[config.mk]
export PLATFORM = sky130hd
export DESIGN_NAME = ir_touch_frame_decoder
export DESIGN_NICKNAME = d
export VERILOG_FILES = /design/src/sv/irtfd_pkg.sv /design/src/sv/ir_touch_frame_decoder.sv
export SDC_FILE = /design/constraint.sdc
export NUM_CORES = 1
export LEC_CHECK = 0
export BUFFER_PORTS_ARGS = -buffer_cell sky130_fd_sc_hd__buf_2
export CORE_ASPECT_RATIO = 0.9
export CORE_UTILIZATION = 65
export CTS_BUF_LIST = sky130_fd_sc_hd__clkbuf_8
export DETAILED_ROUTE_END_ITERATION = 10
export GPL_TIMING_DRIVEN = 0
export MAX_ROUTING_LAYER = met4
export PLACE_DENSITY = 0.91
export SYNTH_ARGS = -nofsm -noshare
export SYNTH_HDL_FRONTEND = slang
export SYNTH_SLANG_ARGS = --single-unit
[constraint.sdc]
create_clock -name clk -period 14.4 [get_ports clk]
set_input_delay 0.72 -clock clk [delete_from_list [all_inputs] [get_ports clk]]
set_output_delay 0.72 -clock clk [all_outputs]
set_load 0.01 [all_outputs]
[src/sv/irtfd_pkg.sv]
// Constants and types for the IR touch frame decoder.
// No dependencies; imported by the decoder top level and its checker.
package irtfd_pkg;

  localparam int WIN_LEN     = 21;
  localparam int V_BASE      = 3;
  localparam int H_BASE      = 14;
  localparam int FRAME_BYTES = WIN_LEN - 1 - V_BASE;
  localparam int FRAME_BITS  = FRAME_BYTES * 8;
  localparam int H_BIT_OFS   = (H_BASE - V_BASE) * 8;

  localparam int H_BEAMS_DEF = 48;
  localparam int V_BEAMS_DEF = 76;

  localparam int CX_W = 7;
  localparam int CY_W = 8;

  typedef logic [7:0] byte_t;

  localparam byte_t SOF_0    = 8'h55;  // 'U'
  localparam byte_t SOF_1    = 8'h54;  // 'T'
  localparam byte_t SOF_2    = 8'h4C;  // 'L'
  localparam byte_t SUM_SEED = 8'hFF;
  localparam byte_t SUM_ADD  = 8'hA0;
  localparam byte_t SUM_BIAS = SUM_SEED + SUM_ADD;

endpackage

[src/sv/ir_touch_frame_decoder.sv]
// IR touch frame decoder: one received byte per item in, one touch report per valid frame out.
// The completed frame is held in s1_bits_r, then the decoded report in the out_* registers.
// Throughput: one byte per cycle while in_stall is low; the checksum is kept as a running
// sum, so the frame check needs only a subtract, two adds and a compare in the accept cycle.
// Reset (synchronous, rst_n low) clears the window, running sum, last touch state and
// both valid flags.
module ir_touch_frame_decoder
  import irtfd_pkg::*;
#(
  parameter int H_BEAMS = H_BEAMS_DEF,
  parameter int V_BEAMS = V_BEAMS_DEF
) (
  input  logic            clk,
  input  logic            rst_n,
  input  logic            in_valid,
  output logic            in_stall,
  input  logic [7:0]      in_rx_byte,
  output logic            out_valid,
  input  logic            out_stall,
  output logic            out_touched,
  output logic [CX_W-1:0] out_center_x2,
  output logic [CY_W-1:0] out_center_y2,
  output logic            out_press_edge,
  output logic            out_release_edge
);

  localparam int HIW = $clog2(H_BEAMS);
  localparam int VIW = $clog2(V_BEAMS);
  localparam logic [CY_W-1:0] CY_BASE = CY_W'(2 * (V_BEAMS - 1));

  // Window bytes 1..20; byte 0 is never looked at after the shift.
  byte_t win_r [1:WIN_LEN-1];
  byte_t sum_r;
  byte_t sum_nxt;

  logic                  s1_valid_r;
  logic [FRAME_BITS-1:0] s1_bits_r;
  logic                  last_touch_r;
  logic                  out_valid_r;

  logic in_acc;
  logic out_free;
  logic s1_move;
  logic frame_ok;

  logic [H_BEAMS-1:0] h_bits;
  logic [V_BEAMS-1:0] v_bits;
  logic               h_any;
  logic               v_any;
  logic [HIW-1:0]     h_lo;
  logic [HIW-1:0]     h_hi;
  logic [VIW-1:0]     v_lo;
  logic [VIW-1:0]     v_hi;
  logic               touched;
  logic [CX_W-1:0]    cx;
  logic [CY_W-1:0]    cy;

  assign out_free = !out_valid_r || !out_stall;
  assign s1_move  = s1_valid_r && out_free;
  assign in_stall = s1_valid_r && !out_free;
  assign in_acc   = in_valid && !in_stall;

  // Sum of bytes 3..19 after the shift: drop old byte 3, add old byte 20.
  assign sum_nxt  = sum_r - win_r[V_BASE] + win_r[WIN_LEN-1];
  assign frame_ok = (win_r[1] == SOF_0) && (win_r[2] == SOF_1) && (win_r[3] == SOF_2) &&
                    (in_rx_byte == byte_t'(sum_nxt + SUM_BIAS));

  always_ff @(posedge clk) begin
    if (!rst_n) begin
      for (int i = 1; i < WIN_LEN; i++) begin
        win_r[i] <= '0;
      end
      sum_r      <= '0;
      s1_valid_r <= 1'b0;
    end else begin
      if (in_acc) begin
        if (frame_ok) begin
          for (int i = 1; i < WIN_LEN; i++) begin
            win_r[i] <= '0;
          end
          sum_r <= '0;
        end else begin
          for (int i = 1; i < WIN_LEN - 1; i++) begin
            win_r[i] <= win_r[i+1];
          end
          win_r[WIN_LEN-1] <= in_rx_byte;
          sum_r            <= sum_nxt;
        end
      end
      if (in_acc && frame_ok) begin
        s1_valid_r <= 1'b1;
      end else if (s1_move) begin
        s1_valid_r <= 1'b0;
      end
    end
  end

  // Frame payload: window bytes 3..19 as they stand after the shift.
  always_ff @(posedge clk) begin
    if (in_acc && frame_ok) begin
      for (int k = 0; k < FRAME_BYTES; k++) begin
        s1_bits_r[8*k +: 8] <= win_r[V_BASE + 1 + k];
      end
    end
  end

  assign v_bits = s1_bits_r[V_BEAMS-1:0];
  assign h_bits = s1_bits_r[H_BIT_OFS +: H_BEAMS];
  assign h_any  = |h_bits;
  assign v_any  = |v_bits;

  always_comb begin
    h_lo = '0;
    h_hi = '0;
    for (int i = H_BEAMS - 1; i >= 0; i--) begin
      if (h_bits[i]) h_lo = HIW'(i);
    end
    for (int i = 0; i < H_BEAMS; i++) begin
      if (h_bits[i]) h_hi = HIW'(i);
    end
  end

  always_comb begin
    v_lo = '0;
    v_hi = '0;
    for (int i = V_BEAMS - 1; i >= 0; i--) begin
      if (v_bits[i]) v_lo = VIW'(i);
    end
    for (int i = 0; i < V_BEAMS; i++) begin
      if (v_bits[i]) v_hi = VIW'(i);
    end
  end

  // The vertical index is reversed, so the sum of both reversed extremes is
  // 2*(V_BEAMS-1) minus the sum of the raw extremes.
  assign touched = h_any && v_any;
  assign cx = touched ? (CX_W'(h_lo) + CX_W'(h_hi)) : '0;
  assign cy = touched ? (CY_BASE - (CY_W'(v_lo) + CY_W'(v_hi))) : '0;

  always_ff @(posedge clk) begin
    if (!rst_n) begin
      out_valid_r  <= 1'b0;
      last_touch_r <= 1'b0;
    end else begin
      if (s1_move) begin
        out_valid_r  <= 1'b1;
        last_touch_r <= touched;
      end else if (out_valid_r && !out_stall) begin
        out_valid_r <= 1'b0;
      end
    end
  end

  always_ff @(posedge clk) begin
    if (s1_move) begin
      out_touched      <= touched;
      out_center_x2    <= cx;
      out_center_y2    <= cy;
      out_press_edge   <= touched && !last_touch_r;
      out_release_edge <= !touched && last_touch_r;
    end
  end

  assign out_valid = out_valid_r;

endmodule

==> results.ini <==
[run_status]
outcome=completed

[setup_path]
r2r_start=win_r[0][24]$_SDFFCE_PN0P_
r2r.worst_path.cells=17
cp-startpoint=win_r[0][24]$_SDFFCE_PN0P_
cp-start-kind=flop
reg2reg_setup_slack_ns=9.62
timing.rr.end=s1_bits_r[132]$_DFFE_PP_
crit_fanout=14
critPathBufInv=7
worstPathCellList=ha_1, inv_1, ha_1, fa_1, a211o_1, a2111oi_2, a211oi_2, or4_1, a22oi_1, nor2_1, nor3_2, buf_6, buf_6, buf_6, buf_8, buf_8, buf_6
critical_path_class=flop to flop
crit_required_ns=14.67
worstPathArrival_ns=5.06
crit_path_end_kind=flop
max_stage_delay_ns=0.51
critPathSlowestCell=fa_1
crit_top_cell=buf_6
cp_top_family=buffers and inverters

[clocking]
tritoncts=yes
cts_root_buffer=clkbuf_8
clock-sinks=313
cts_max_path_buffers=3
cts_resized=0
cts.htree.levels=2
clk_latency_ns=0.58
postCtsHoldBufs=0
post_cts_buffers=0
numCtsBuffers=47
clkTransAtPathRegs_ns=0.06

[sta]
tightest_slew_ns=0.613
fmax_mhz=209
setup_violations=0
finalCritPeriodShare_pct=33.2
clock_skew_ns=0.0347
fin_ws_ns=9.62
fin_crit_ns=4.78
rsz0062_at_grt=no
report.final.slew_viol_count=0
slew_headroom_pct=58.8
hold_viol_final=0

[global_route]
gr-total-overflow=0
grt_max_degree=105
grt_pass1_wl_um=50800
grt_pass1_vias=9901
grt_antenna_before_repair=0
grt.total_usage_pct=29.4

[floorplanning]
rows=51
die_area_sq_um=23200
die_y_um=145
io-pin-count=32
coreArea_sq_um=21900
floorplan.initialDensity_pct=67.1
die_width_um=160

[place]
place.gp.congestion=0.898
hpwl_um=22500
portBuffers=31
dp_slack_ns=9.67

[logic_synthesis]
synthAdderAreaFrac_pct=3.61
synth_xor_area_share_pct=1.45
synth-edff-count=302
ys_warn_count=0
synth_top_family_by_area=simple AND/OR/NAND/NOR gates
ys_seq_area_share_pct=63.2
synthSimpleGateAreaFrac_pct=16.4
synth_compound_area_share_pct=11.0
yosysUniqueCellTypes=71
avgSynthCellArea_sq_um=12.4
ys_ff_latch=313
synth_mux_area_share_pct=0.136
netlist_instances=1189
netlist_area_sq_um=14700
syn_nets=1238
synth-main-ff-cell=edfxtp_1
synthArstFlopShare_pct=0

[routing]
first_iter_violations=1187
first_pass_iters=5
post-route-drc-count=0
ant_nets=0
drt-wirelength-per-cell_um=20.0
via_per_inst=6.41
dr_total_vias=10300
drt_wl_total_um=32300

[pwr]
cellPowerDensity_nw_per_um2=125
vdd_drop_max_mv=0.0896
finalPower_mw=2.03
cellLeakagePower_nw=6.57

[run]
drv_cap=0

[worst_hold_path]
worstHoldEndpoint=s1_bits_r[100]$_DFFE_PP_
hp-start=win_r[0][132]$_SDFFCE_PN0P_
hold_depth=0
min_path_type=flop to flop

[finish]
multiInputGateArea_sq_um=4800
regArea_sq_um=9290
nNetsFinal=1331
syn_to_final_growth_pct=10.7
diodes=0
nFillCells=1261
layout-drive-gt1-share_pct=10.3

[registers in the layout, summed over array words and instances (netlist names)]
| signal | cells |
|---|---|
| out_center_x2 | 7 |
| out_valid | 1 |
| s1_bits_r | 124 |
| win_r | 160 |
| last_touch_r | 1 |
| out_press_edge | 1 |
| out_release_edge | 1 |
| out_center_y2 | 8 |
| out_touched | 1 |
| s1_valid_r | 1 |
| sum_r | 8 |
[final cells by class]
type | instances | area share (%)
timing repair buffer | 44 | 2.00
tap | 291 | 2.24
sequential | 313 | 57.1
multi-input combinational | 759 | 29.5
buffer | 36 | 1.87
inverter | 81 | 1.90
clock inverter | 41 | 1.40
clock buffer | 47 | 3.98
[worst register-to-register path, cell delays in order (launching register included)]
cell and delay [ns]:
edfxtp_1 0.43, ha_1 0.32, inv_1 0.05, ha_1 0.22, fa_1 0.51, a211o_1 0.35
a2111oi_2 0.34, a211oi_2 0.12, or4_1 0.51, a22oi_1 0.26, nor2_1 0.10, nor3_2 0.19
buf_6 0.21, buf_6 0.18, buf_6 0.19, buf_8 0.18, buf_8 0.17, buf_6 0.17
[through the flow]
step                      hold slack, ns  setup TNS (ns)  instances  area [sq um]  util [%]
after floorplan                    0.417               0       1189         14700         -
after global placement             0.421          -95.46       1511         15200      69.5
after detailed placement           0.425               0       1524         15400      70.3
after CTS                          0.423               0       1612         16300      74.3
after global routing               0.445               0       1612         16300      74.3
final                              0.441               0       1612         16300      74.3
[power breakdown]
group	leakage, nW	internal (mW)	switching [mW]
Clock	0.501	0.343	0.336
Sequential	3.17	1.04	0.0225
Combinational	2.89	0.125	0.166
[kinds of logic (layout without fill, tap and decap cells)]
kind of cell / after synthesis / in the layout
flops: 313 / 313
xor+xnor: 21 / 21
compound gates: 248 / 248
fa+ha+maj: 37 / 37
buf+inv: 117 / 249
mux: 2 / 2
simple gates: 451 / 451
[metal layers]
metal  global-route usage (%)  routed length (um)
met5                        -                   0
met4                     11.7                 992
met3                     5.13                3080
met2                     45.2               14800
met1                     39.3               13400
[how the worst max path moves through the flow]
stage | slack (ns) | endpoint | cells past startpoint
finish | 9.62 | s1_bits_r[132]$_DFFE_PP_ | 17
global route | 9.40 | s1_bits_r[116]$_DFFE_PP_ | 18
CTS | 9.64 | s1_bits_r[116]$_DFFE_PP_ | 17
detailed placement | 9.67 | s1_bits_r[126]$_DFFE_PP_ | 17
global placement | -0.78 | s1_bits_r[134]$_DFFE_PP_ | 10
floorplan | 2.33 | s1_bits_r[0]$_DFFE_PP_ | 11
[synth_stat cells, types with 3 or more instances]
cell       instances  area [sq um]
nor4bb_1           6          60.1
o22ai_1            5          31.3
a21oi_1           80           400
a211oi_1           7          52.6
a21boi_0           6          45.0
o221ai_1           4          35.0
nand3_1           15          75.1
o21ai_0           48           240
xnor2_1           14           123
buf_6              7          78.8
a221o_1            3          30.0
nor4b_1            4          35.0
fa_1               9           180
and2_1             7          43.8
nand2_1           52           195
o211ai_1           5          37.5
o31ai_1           20           150
o21bai_1           9          67.6
dfxtp_1           11           220
nand2b_1           6          37.5
o21a_1             6          45.0
o311ai_0           3          26.3
and3_1           158           988
o2111ai_1          4          35.0
nand4_1           10          62.6
clkbuf_1          18          67.6
inv_1             81           304
a211o_1            4          35.0
or4_1              4          30.0
a21o_1            12          90.1
nor2_1           111           417
a31oi_1            6          37.5
nor2b_1           11          68.8
ha_1              28           350
xor2_1             5          43.8
nor3_1            31           155
buf_8             10           150
nor4_1            28           175
edfxtp_1         302          9070
[placed cells by master, fill, tap and decap left out, types with 5 or more instances in the layout]
master / synthesis / final
nand4_1: 10 / 10
nor2b_1: 11 / 11
buf_6: 7 / 15
nand2b_1: 6 / 6
and3_1: 158 / 158
fa_1: 9 / 9
a21boi_0: 6 / 5
a31oi_1: 6 / 6
o21a_1: 6 / 6
o31ai_1: 20 / 20
a21oi_1: 80 / 80
and2_1: 7 / 7
clkinv_2: 0 / 5
o21ai_0: 48 / 48
clkbuf_8: 0 / 47
o211ai_1: 5 / 5
o22ai_1: 5 / 5
buf_8: 10 / 13
nand3_1: 15 / 15
nor4_1: 28 / 28
edfxtp_1: 302 / 302
a21o_1: 12 / 12
clkbuf_1: 18 / 18
dfxtp_1: 11 / 11
clkinv_1: 0 / 12
nor2_1: 111 / 111
a211oi_1: 7 / 7
nand2_1: 52 / 52
buf_2: 0 / 31
xor2_1: 5 / 5
ha_1: 28 / 28
inv_1: 81 / 98
nor4bb_1: 6 / 6
xnor2_1: 14 / 14
nor3_1: 31 / 30
o21bai_1: 9 / 9
(Power assumes the default switching activity.)
